`src/rtl/epw_pkg.sv`:
```
// Shared constants, item codes and helper functions for the Euler path walker.
// No dependencies.
package epw_pkg;

    localparam int MAX_VERTICES_DEF = 32;
    localparam int ROW_W    = 32;
    localparam int VTX_W    = 5;
    localparam int CNT_W    = 6;
    localparam int KIND_W   = 2;
    localparam int IN_DW    = 40;   // row_index + row_bits, padded to bytes
    localparam int OUT_DW   = 8;    // vertex, padded to bytes
    localparam int OUT_UW   = 2;

    localparam logic [KIND_W-1:0] KIND_LOAD    = 2'd0;
    localparam logic [KIND_W-1:0] KIND_RESTART = 2'd1;
    localparam logic [KIND_W-1:0] KIND_ADVANCE = 2'd2;

    typedef logic [ROW_W-1:0] t_row;
    typedef logic [VTX_W-1:0] t_vtx;

    // index of the lowest set bit (0 when none)
    function automatic t_vtx lowest_bit(input t_row x);
        t_vtx r;
        r = '0;
        for (int k = ROW_W - 1; k >= 0; k--) begin
            if (x[k]) r = VTX_W'(k);
        end
        return r;
    endfunction

endpackage

```
`src/rtl/euler_path_walker_unit.sv`:
```
// Euler path walker top level: adjacency memory plus the walk/search sequencer.
// Depends on epw_pkg.
//
// Input stream beats carry a kind in tuser: load a matrix row, restart the
// walk, or advance one edge. Loads produce no result; restart and advance
// each produce one output beat (vertex, walk_over, edges_left).
// Items are handled one at a time; o_s_tready is high only while the
// sequencer is idle. A load writes its row. A restart reads rows in order,
// up to vertex_count (clamped to 2..DEPTH), until one of odd degree. An
// advance reads the current row: with no edges it scans the rows for edges
// left and ends the walk; with two or more neighbors it runs, per candidate,
// a setup step and two reachability searches; then it removes the chosen
// edge from both rows. All rows come from one single-port read /
// single-port write memory with a registered read. The finished result
// sits in an output register; if the receiver stalls the sequencer holds
// its last result state until the register frees. Reset (synchronous,
// active low) clears the sequencer, the current vertex and vertex_count
// (to 2); matrix rows are undefined until loaded. The user must write
// vertex_count by i_cfg_wen only while idle; the block does not enforce it.
module euler_path_walker_unit #(
    parameter int MAX_VERTICES = epw_pkg::MAX_VERTICES_DEF
) (
    input  logic                        i_clk,
    input  logic                        i_rst_n,
    input  logic                        i_cfg_wen,
    input  logic [epw_pkg::CNT_W-1:0]   i_cfg_wdata,
    input  logic                        i_s_tvalid,
    output logic                        o_s_tready,
    // [4:0] row_index, [36:5] row_bits, [39:37] zero
    input  logic [epw_pkg::IN_DW-1:0]   i_s_tdata,
    // [1:0] kind
    input  logic [epw_pkg::KIND_W-1:0]  i_s_tuser,
    output logic                        o_m_tvalid,
    input  logic                        i_m_tready,
    // [4:0] vertex, [7:5] zero
    output logic [epw_pkg::OUT_DW-1:0]  o_m_tdata,
    // [0] walk_over, [1] edges_left
    output logic [epw_pkg::OUT_UW-1:0]  o_m_tuser
);
    import epw_pkg::*;

    localparam int DEPTH = (MAX_VERTICES > ROW_W) ? ROW_W : MAX_VERTICES;
    localparam int AW    = (DEPTH > 1) ? $clog2(DEPTH) : 1;

    localparam logic [3:0] S_IDLE     = 4'd0;
    localparam logic [3:0] S_ODD_RD   = 4'd1;
    localparam logic [3:0] S_ODD_CHK  = 4'd2;
    localparam logic [3:0] S_CUR_RD   = 4'd3;
    localparam logic [3:0] S_CUR_CHK  = 4'd4;
    localparam logic [3:0] S_LEFT_RD  = 4'd5;
    localparam logic [3:0] S_LEFT_CHK = 4'd6;
    localparam logic [3:0] S_CAND     = 4'd7;
    localparam logic [3:0] S_SRCH     = 4'd8;
    localparam logic [3:0] S_SRCH_CHK = 4'd9;
    localparam logic [3:0] S_RM0_RD   = 4'd10;
    localparam logic [3:0] S_RM0_WR   = 4'd11;
    localparam logic [3:0] S_RM1_RD   = 4'd12;
    localparam logic [3:0] S_RM1_WR   = 4'd13;
    localparam logic [3:0] S_OUT      = 4'd14;

    t_row mem [DEPTH];
    t_row r_rdata;

    logic [3:0]       r_state, n_state;
    logic [CNT_W-1:0] r_vcount;
    t_vtx             r_cur, n_cur;
    t_vtx             r_i, n_i;
    t_vtx             r_chosen, n_chosen;
    t_vtx             r_u, n_u;
    t_row             r_cand, n_cand;
    t_row             r_reached, n_reached;
    t_row             r_visited, n_visited;
    t_row             r_mask_a, n_mask_a;
    logic             r_pass, n_pass;
    logic             r_left, n_left;
    t_vtx             r_res_vtx, n_res_vtx;
    logic             r_res_over, n_res_over;
    logic             r_res_left, n_res_left;
    logic             r_ovalid, n_ovalid;
    logic [OUT_DW-1:0] r_odata, n_odata;
    logic [OUT_UW-1:0] r_ouser, n_ouser;

    logic             mem_we;
    logic [AW-1:0]    mem_waddr, mem_raddr;
    t_row             mem_wdata;

    logic [CNT_W-1:0] span;
    t_row             smask, row_m, pending, srch_row;
    logic             accept;
    t_vtx             in_idx;

    always_comb begin
        span = r_vcount;
        if (span < CNT_W'(2)) span = CNT_W'(2);
        if (span > CNT_W'(DEPTH)) span = CNT_W'(DEPTH);
    end
    assign smask   = {ROW_W{1'b1}} >> (CNT_W'(ROW_W) - span);
    assign row_m   = r_rdata & smask;
    assign pending = r_reached & ~r_visited;
    assign accept  = i_s_tvalid && o_s_tready;
    assign in_idx  = i_s_tdata[VTX_W-1:0];

    // second search pass sees the tested edge removed in both rows
    always_comb begin
        srch_row = row_m;
        if (r_pass) begin
            if (r_u == r_cur)    srch_row[r_chosen] = 1'b0;
            if (r_u == r_chosen) srch_row[r_cur]    = 1'b0;
        end
    end

    always_comb begin
        n_state    = r_state;
        n_cur      = r_cur;
        n_i        = r_i;
        n_chosen   = r_chosen;
        n_u        = r_u;
        n_cand     = r_cand;
        n_reached  = r_reached;
        n_visited  = r_visited;
        n_mask_a   = r_mask_a;
        n_pass     = r_pass;
        n_left     = r_left;
        n_res_vtx  = r_res_vtx;
        n_res_over = r_res_over;
        n_res_left = r_res_left;
        n_ovalid   = r_ovalid;
        n_odata    = r_odata;
        n_ouser    = r_ouser;
        mem_we     = 1'b0;
        mem_waddr  = AW'(in_idx);
        mem_wdata  = i_s_tdata[VTX_W +: ROW_W];
        mem_raddr  = AW'(r_cur);

        if (o_m_tvalid && i_m_tready) n_ovalid = 1'b0;

        unique case (r_state)
            S_IDLE: begin
                if (accept) begin
                    unique case (i_s_tuser)
                        KIND_LOAD: begin
                            mem_we = (32'(in_idx) < 32'(MAX_VERTICES));
                        end
                        KIND_RESTART: begin
                            n_i     = '0;
                            n_state = S_ODD_RD;
                        end
                        KIND_ADVANCE: n_state = S_CUR_RD;
                        default: ;
                    endcase
                end
            end
            S_ODD_RD: begin
                mem_raddr = AW'(r_i);
                n_state   = S_ODD_CHK;
            end
            S_ODD_CHK: begin
                n_res_over = 1'b0;
                n_res_left = 1'b0;
                if (^row_m) begin
                    n_cur     = r_i;
                    n_res_vtx = r_i;
                    n_state   = S_OUT;
                end else if ({1'b0, r_i} == span - CNT_W'(1)) begin
                    n_cur     = '0;
                    n_res_vtx = '0;
                    n_state   = S_OUT;
                end else begin
                    n_i     = r_i + VTX_W'(1);
                    n_state = S_ODD_RD;
                end
            end
            S_CUR_RD: begin
                mem_raddr = AW'(r_cur);
                n_state   = S_CUR_CHK;
            end
            S_CUR_CHK: begin
                if (row_m == '0) begin
                    n_i     = '0;
                    n_left  = 1'b0;
                    n_state = S_LEFT_RD;
                end else if ((row_m & (row_m - ROW_W'(1))) == '0) begin
                    n_chosen = lowest_bit(row_m);
                    n_state  = S_RM0_RD;
                end else begin
                    n_cand  = row_m;
                    n_state = S_CAND;
                end
            end
            S_LEFT_RD: begin
                mem_raddr = AW'(r_i);
                n_state   = S_LEFT_CHK;
            end
            S_LEFT_CHK: begin
                // any edge on or above the diagonal
                if ((row_m >> r_i) != '0) n_left = 1'b1;
                if ({1'b0, r_i} == span - CNT_W'(1)) begin
                    n_res_vtx  = r_cur;
                    n_res_over = 1'b1;
                    n_res_left = n_left;
                    n_state    = S_OUT;
                end else begin
                    n_i     = r_i + VTX_W'(1);
                    n_state = S_LEFT_RD;
                end
            end
            S_CAND: begin
                n_chosen  = lowest_bit(r_cand);
                n_cand    = r_cand & (r_cand - ROW_W'(1));
                n_pass    = 1'b0;
                n_reached = ROW_W'(1) << lowest_bit(r_cand);
                n_visited = '0;
                n_state   = S_SRCH;
            end
            S_SRCH: begin
                if (pending == '0) begin
                    if (!r_pass) begin
                        n_mask_a  = r_reached;
                        n_pass    = 1'b1;
                        n_reached = ROW_W'(1) << r_chosen;
                        n_visited = '0;
                    end else if (r_reached == r_mask_a || r_cand == '0) begin
                        // not a bridge, or last candidate taken anyway
                        n_state = S_RM0_RD;
                    end else begin
                        n_state = S_CAND;
                    end
                end else begin
                    n_u       = lowest_bit(pending);
                    n_visited = r_visited | (ROW_W'(1) << lowest_bit(pending));
                    mem_raddr = AW'(lowest_bit(pending));
                    n_state   = S_SRCH_CHK;
                end
            end
            S_SRCH_CHK: begin
                n_reached = r_reached | srch_row;
                n_state   = S_SRCH;
            end
            S_RM0_RD: begin
                mem_raddr = AW'(r_cur);
                n_state   = S_RM0_WR;
            end
            S_RM0_WR: begin
                mem_we    = 1'b1;
                mem_waddr = AW'(r_cur);
                mem_wdata = r_rdata & ~(ROW_W'(1) << r_chosen);
                n_state   = S_RM1_RD;
            end
            S_RM1_RD: begin
                mem_raddr = AW'(r_chosen);
                n_state   = S_RM1_WR;
            end
            S_RM1_WR: begin
                mem_we     = 1'b1;
                mem_waddr  = AW'(r_chosen);
                mem_wdata  = r_rdata & ~(ROW_W'(1) << r_cur);
                n_cur      = r_chosen;
                n_res_vtx  = r_chosen;
                n_res_over = 1'b0;
                n_res_left = 1'b0;
                n_state    = S_OUT;
            end
            S_OUT: begin
                if (!r_ovalid || i_m_tready) begin
                    n_ovalid = 1'b1;
                    n_odata  = OUT_DW'(r_res_vtx);
                    n_ouser  = {r_res_left, r_res_over};
                    n_state  = S_IDLE;
                end
            end
            default: n_state = S_IDLE;
        endcase
    end

    always_ff @(posedge i_clk) begin
        if (mem_we) mem[mem_waddr] <= mem_wdata;
        r_rdata <= mem[mem_raddr];
    end

    always_ff @(posedge i_clk) begin
        if (!i_rst_n) begin
            r_state  <= S_IDLE;
            r_vcount <= CNT_W'(2);
            r_cur    <= '0;
            r_ovalid <= 1'b0;
        end else begin
            r_state  <= n_state;
            r_cur    <= n_cur;
            r_ovalid <= n_ovalid;
            if (i_cfg_wen) r_vcount <= i_cfg_wdata;
        end
    end

    always_ff @(posedge i_clk) begin
        r_i        <= n_i;
        r_chosen   <= n_chosen;
        r_u        <= n_u;
        r_cand     <= n_cand;
        r_reached  <= n_reached;
        r_visited  <= n_visited;
        r_mask_a   <= n_mask_a;
        r_pass     <= n_pass;
        r_left     <= n_left;
        r_res_vtx  <= n_res_vtx;
        r_res_over <= n_res_over;
        r_res_left <= n_res_left;
        r_odata    <= n_odata;
        r_ouser    <= n_ouser;
    end

    assign o_s_tready = (r_state == S_IDLE);
    assign o_m_tvalid = r_ovalid;
    assign o_m_tdata  = r_odata;
    assign o_m_tuser  = r_ouser;

endmodule
```
`config.mk`:
```
export PLATFORM = sky130hd
export DESIGN_NAME = euler_path_walker_unit
export DESIGN_NICKNAME = d
export VERILOG_FILES = /design/src/rtl/epw_pkg.sv /design/src/rtl/euler_path_walker_unit.sv
export SDC_FILE = /design/constraint.sdc
export NUM_CORES = 2
export LEC_CHECK = 0
export ABC_AREA = 1
export BUFFER_PORTS_ARGS = -buffer_cell sky130_fd_sc_hd__buf_2
export CORE_MARGIN = 8
export CORE_UTILIZATION = 57
export DETAILED_ROUTE_END_ITERATION = 10
export HOLD_SLACK_MARGIN = 0.06
export PLACE_DENSITY = 0.78
export SYNTH_ARGS = -nofsm -noshare
export SYNTH_HDL_FRONTEND = slang
export SYNTH_SLANG_ARGS = --single-unit
```
`constraint.sdc`:
```
create_clock -name i_clk -period 4.7 [get_ports i_clk]
set_clock_uncertainty 0.15 [all_clocks]
set_input_delay 0.235 -clock i_clk [delete_from_list [all_inputs] [get_ports i_clk]]
set_output_delay 0.235 -clock i_clk [all_outputs]
set_load 0.01 [all_outputs]
```
-- Word level (Yosys, flattened, before mapping)
Memories as Yosys holds them, arrays and structs flattened. A register that Yosys moved wholly into a read port is not among the register bits.
Index checks and enable logic that the tools add are counted.
- add/sub/neg operators: 5
- multipliers: 0
- div/mod/pow operators: 0
- magnitude comparators: 6
- equal/unequal tests: 35
- shifts and indexed selects: 6
- muxes and demuxes: 165
- bitwise gates (word level): 17
- reductions and logical operators: 41
- operator list (operator ; count):
    $mux W5 ; 110
    $mux W32 ; 10
    $and A32 B32 Y32 ; 8
    $pmux W32 S2 ; 3
    $not A32 Y32 ; 5
    $logic_not A32 Y1 ; 4
    $shl A1 B5 Y32 const A ; 4
    $pmux W32 S3 ; 1
    $or A32 B32 Y32 ; 2
    $sub A32 B1 Y32 const B ; 2
    $pmux W4 S14 ; 1
    $mux W4 ; 10
    $eq A32 B32 Y1 ; 1
    $reduce_bool A32 Y1 ; 1
    $reduce_xor A32 Y1 ; 1
    $shr A32 B5 Y32 ; 1
    $shr A32 B6 Y32 const A ; 1
    $pmux W5 S2 ; 3
    $pmux W5 S3 ; 2
    $eq A4 B4 Y1 const B ; 7
    $pmux W5 S4 ; 1
    $ne A2 B2 Y1 const B ; 9
    $eq A4 B3 Y1 const B ; 4
    $reduce_and A3 Y1 ; 5
    34 further kinds ; 79
- register bits after elaboration: 175
- bits in latches: 0
- bits in writable memories: 1024
- bits in read-only memories: 0
- input port bits: 53
- output and inout bits: 12
- memories: 1
- memories (memory ; depth ; bits a word ; rd ports ; clocked after Yosys merged registers in ; wr ports ; RTL line ; RTL):
    mem ; 32 ; 32 ; 1 ; 1 ; 1 ; euler_path_walker_unit.sv:61 ; t_row mem [DEPTH];

-- Logic depth before layout (Yosys ltp)
- depth after elaboration: 42
- gate-level depth with buffers: 45
- gate-level depth less buffers: 44

-- Worst setup path after synthesis
Ideal clock, no wire load.
- path kind: reg2reg
- start: reg r_vcount[5]
- end: reg r_cand[0] (enable)
- setup time: 478 ps
- arrival: 4326 ps
- data required time: 4072 ps
- setup slack: -253 ps
- stages on the path, launching flop included: 30
- clock period less this slack: 4953 ps
- path through: dfxtp_1 -> inv_2 -> nand3_2 -> o21ai_2 -> inv_2 -> nand2_1 -> ha_1 -> or2_1 -> nand2_1 -> buf_4 -> inv_2 -> nor2_1 -> nand2_1 -> o21ai_2 -> ha_1 -> nand3_1 -> nand2_1 -> nand2_1 -> nor2_1 -> o211a_1 -> o211a_1 -> inv_1 -> a21oi_1 -> o211a_1 -> or2_2 -> nand4_1 -> nor4_2 -> nand2_1 -> nand2_1 -> nand2_1
- word-level cells in the longest chain between the ends: 12
- ends and longest elaborated chain (item ; RTL line ; RTL):
    from (decl) ; euler_path_walker_unit.sv:65 ; logic [CNT_W-1:0] r_vcount;
    from (signal assigned) ; euler_path_walker_unit.sv:290 ; if (i_cfg_wen) r_vcount <= i_cfg_wdata;
    $lt A6 B2 Y1 ; euler_path_walker_unit.sv:94 ; if (span < CNT_W'(2)) span = CNT_W'(2);
    $mux W6 (*) ; euler_path_walker_unit.sv:94 ;
    $gt A6 B6 Y1 ; euler_path_walker_unit.sv:95 ; if (span > CNT_W'(DEPTH)) span = CNT_W'(DEPTH);
    $mux W6 (*) ; euler_path_walker_unit.sv:95 ;
    $sub A6 B6 Y6 (*) ; euler_path_walker_unit.sv:97 ; assign smask = {ROW_W{1'b1}} >> (CNT_W'(ROW_W) - span);
    $shr A32 B6 Y32 (*) ; euler_path_walker_unit.sv:97 ;
    $and A32 B32 Y32 (*) ; euler_path_walker_unit.sv:98 ; assign row_m = r_rdata & smask;
    $sub A32 B1 Y32 ; euler_path_walker_unit.sv:182 ; end else if ((row_m & (row_m - ROW_W'(1))) == '0) begin
    $and A32 B32 Y32 ; euler_path_walker_unit.sv:182 ;
    $logic_not A32 Y1 ; euler_path_walker_unit.sv:182 ;
    $ne A2 B2 Y1 (no line) ; n/a ;
    $reduce_and A3 Y1 (no line) (*) ; n/a ;
    to (signal assigned) ; euler_path_walker_unit.sv:298 ; r_cand <= n_cand;
    to (decl) ; euler_path_walker_unit.sv:70 ; t_row r_cand, n_cand;
Mark *: on every way between the ends. The rest lies on a longest branch, timed or not.
A chain may end at the register's enable or synchronous reset.

-- Worst setup path after layout
- start: reg r_vcount[3]
- end: reg r_cand[11] (enable)
Same word-level chain as after synthesis.

==> metrics.md <==
| Metric | Value |
|---|---|
| Status | `complete, but fails checks` |
| Failing checks | `setup timing` |
| Syn_area_per_cell | `slightly below 10 sq um` |
| Final Cycle Share | `100%` |
| Total core area | `0.103 sq mm` |
| Worst min-delay path class | `input port to register` |
| Starting DRT DRC Count | `around 6100` |
| GRT Util Overall | `between 30 and 40%` |
| Yosys Warn Count | `0` |
| Combinational cell fraction of total power | `39.4%` |
| Post-Route WL | `approximately 190 mm` |
| P per Cell Area | `558 mW/mm^2` |
| Min-delay src | `i_s_tdata[33]` |
| Initial Utilization | `approximately 57%` |
| CTS Root Cell | `clkbuf_16` |
| Clk pwr share | `between 20% and 30%` |
| Critical R2R Launch | `r_vcount[3]` |
| Asr flop ratio synth | `0%` |
| Yosys top cell by area | `edfxtp_1` |
| GPL Wtd Cong | `approximately 0.99` |
| R2R Path End | `r_cand[11]` |
| Antenna-violating nets left | `0` |
| Area grow syn2layout | `14.7%` |
| Post-synth cell types | `63` |
| Gr ovfl total | `0` |
| FF+latch count, synth | `between 1000 and 1500` |
| Hold endpoint | `mem[23][28]` |
| Internal power | `about 23 mW` |
| DIE HEIGHT | `between 300 and 400 microns` |
| DR vias/cell | `slightly above 6` |
| Final Hold Slack | `between 100 and 150 ps` |
| EDFF count, synth | `between 1000 and 1500` |
| Psw | `between 10 and 15 mW` |
| Peak VDD IR | `about 480 uV` |
| CP Capture Type | `register` |
| Final Instance Area | `0.0676 sq mm` |
| Synth Instances | `~6100` |
| PortBufs | `between 50 and 60` |
| Static Leak | `approximately 27 nW` |
| Max Root-Sink Buffers | `3` |
| DP Wirelength | `113 mm` |
| Cell mode on critical path | `nand2_2` |
| Rel. slew slack | `~6.5%` |
| Global-route wire length before repair | `between 200 and 300 mm` |
| Final net count | `~6400` |
| Slowest Stage Delay on Critical Path | `around 320 ps` |
| CP Max Fanout | `8` |
| Largest net degree at the start of global routing | `162` |
| Min Tclk post-route | `about 4700 ps` |
| CTS tree | `yes` |
| Synth area leaders | `edfxtp_1, nand3_1, nand2_1` |
| Die width | `~340 microns` |
| Crit Path Class | `register to register` |
| Ys flop type | `edfxtp_1` |
| Sequential share of power | `about a third` |
| Worst setup margin | `-21.7 ps` |
| Most frequent cells after synthesis | `nand2_1, nand3_1, edfxtp_1` |
| Rows | `118` |
| Register area share after synthesis | `61.9%` |
| MaxCap Viol Count | `0` |
| Share of the synthesized area in the top cell type | `60.3%` |
| Clock Sinks | `roughly 1200` |
| Fin util | `about 66%` |
| Cts bufs inserted | `~130` |
| Ports | `65` |
| Hold Path Stages | `4` |
| Final setup violation count | `17` |
| R2R cell count | `29` |
| Ant. Diodes | `0` |
| Initial antenna violation count | `2` |
| Crit path arrival time | `5080 ps` |
| Pwr Total | `~38 mW` |
| Setup TNS | `-237 ps` |
| DP Area | `around 0.063 sq mm` |
| Slowest cell on crit path | `dfxtp_2` |
| Fin. max-slew vios | `0` |
| Vias | `46800` |
| Top-count cell post-synth | `nand2_1` |
| WP data required | `~5000 ps` |
| Final Hold Vio Count | `0` |
| CP startpoint kind | `register` |
| Layout cells sized above 1 | `a little over a tenth` |
| Worst Tran Pin Value | `approximately 1400 ps` |
| First drt pass iteration count | `6` |
| Reg2Reg Setup Slack | `-20 ps` |
| Switch share | `39.8%` |
| Synthesized area | `between 0.05 and 0.06 sq mm` |
| Worst skew pair latency | `750 ps` |
| Clk slew on worst S/H paths | `~60 ps` |
| RSZ-0062 raised after global routing | `yes` |
| H-tree levels | `4` |
| Vias in the first global route | `44200` |
| Die area | `between 0.1 and 0.15 sq mm` |
| Routed len/inst | `roughly 24 microns` |
| Remaining DRCs | `0` |
| Fmax | `212 MHz` |
==> power groups by stage <==
stage	combinational [mW]	sequential (mW)	clock (mW)
after floorplan	9.31	12.8	0
after global placement	13.9	13.1	0
after detailed placement	14.1	13.1	0
after CTS	14.2	12.9	9.99
after global routing	16.1	12.9	10.4
final	14.9	12.9	9.93
==> worst max path at each step <==
| stage | from | endpoint | slack [ps] | depth (start not counted) |
|---|---|---|---|---|
| floorplan | r_vcount[5] | r_cand[0] | 60 | 29 |
| global placement | r_vcount[2] | r_state[2] | -70 | 29 |
| detailed placement | r_vcount[2] | r_state[2] | -90 | 29 |
| CTS | r_vcount[2] | r_cand[0] | 4 | 30 |
| global route | r_vcount[3] | r_state[2] | -290 | 33 |
| finish | r_vcount[3] | r_cand[11] | -20 | 29 |
==> routing by layer <==
metal / up-vias / routed length, microns / global-route usage, % / share of wire (%)
li1: 21100 / - / - / -
met1: 22200 / 68800 / 42.1 / 37
met2: 2955 / 86700 / 50.7 / 46
met3: 594 / 20800 / 6.06 / 11
met4: 0 / 11000 / 17.4 / 5.9
met5: - / 0 / 0 / 0
==> flip-flops by register name (all words and copies together), names as in the netlist, 2 cells and up <==
signal     cells
r_chosen       5
r_state        4
r_res_vtx      5
o_m_tdata      5
r_i            5
r_mask_a      32
r_u            5
o_m_tuser      2
r_visited     32
r_cur          5
r_cand        32
r_vcount       6
r_reached     32
r_rdata       32
mem         1024
==> kinds of logic (layout without fill, tap and decap cells) <==
| kind of cell | Yosys count | after routing | synth area share [%] |
|---|---|---|---|
| AND/OR/NAND/NOR | 3154 | 3154 | 24.1 |
| XOR/XNOR | 50 | 50 | 0.775 |
| AO/OA/AOI/OAI | 474 | 474 | 5.06 |
| other | 1 | 3 | 0.00637 |
| flip-flops | 1231 | 1231 | 61.9 |
| adder cells (fa/ha/maj) | 29 | 29 | 0.616 |
| buffers and inverters | 1152 | 1439 | 7.52 |
==> layout by cell type, fill, tap and decap left out, types with 9 or more instances in the layout <==
cell type,n
a21oi_1,118
a31oi_1,13
buf_12,43
buf_2,58
buf_4,247
clkbuf_1,34
clkbuf_16,136
clkbuf_8,12
clkinv_1,28
clkinv_2,13
dfxtp_1,47
dlygate4sd3_1,38
edfxtp_1,1183
ha_1,23
inv_1,781
inv_2,12
inv_6,10
nand2_1,1414
nand2_2,12
nand3_1,1189
nand3b_1,161
nand4_1,27
nor2_1,235
nor2_2,13
nor2_4,40
nor3_1,29
o2111ai_1,9
o211ai_1,60
o21ai_0,130
o21ai_2,23
o21ai_4,11
o22ai_1,15
o32ai_1,32
xnor2_1,36
xor2_1,12
==> critical path, delay by kind of cell (launching register included) <==
family	cells	cell delay [ps]
adder cells (fa/ha/maj)	2	400
AO/OA/AOI/OAI	7	1240
flip-flops	1	320
AND/OR/NAND/NOR	16	1790
buffers and inverters	4	560
==> per-stage QoR <==
step,worst slack (ps),std cells
CTS,4.40,7743
global placement,-68.0,7467
global route,-291,7760
detailed placement,-92.0,7467
floorplan,58.6,6093
finish,-21.7,7760
==> cell type report <==
| cell class | count | area, sq um |
|---|---|---|
| multi-input cells | 3710 | 18600 |
| clock inverters | 59 | 518 |
| inverters | 803 | 3040 |
| fillers | 7890 | 35500 |
| clock buffers | 178 | 3600 |
| well taps | 1380 | 1730 |
| repair buffers | 399 | 3640 |
| flip-flops and latches | 1231 | 36500 |
==> what timing repair did <==
action | 4_1_cts | 5_1_grt
setup buffers | 1 | 12
resized for setup | 4 | 47
hold buffers | 38 | 0
setup endpoints to repair | 40 | 79
endpoints found under the hold margin | 445 | 0
cloned | 0 | 5
pin swaps | 0 | 32
No activity file was read; power rests on OpenSTA's default activity.
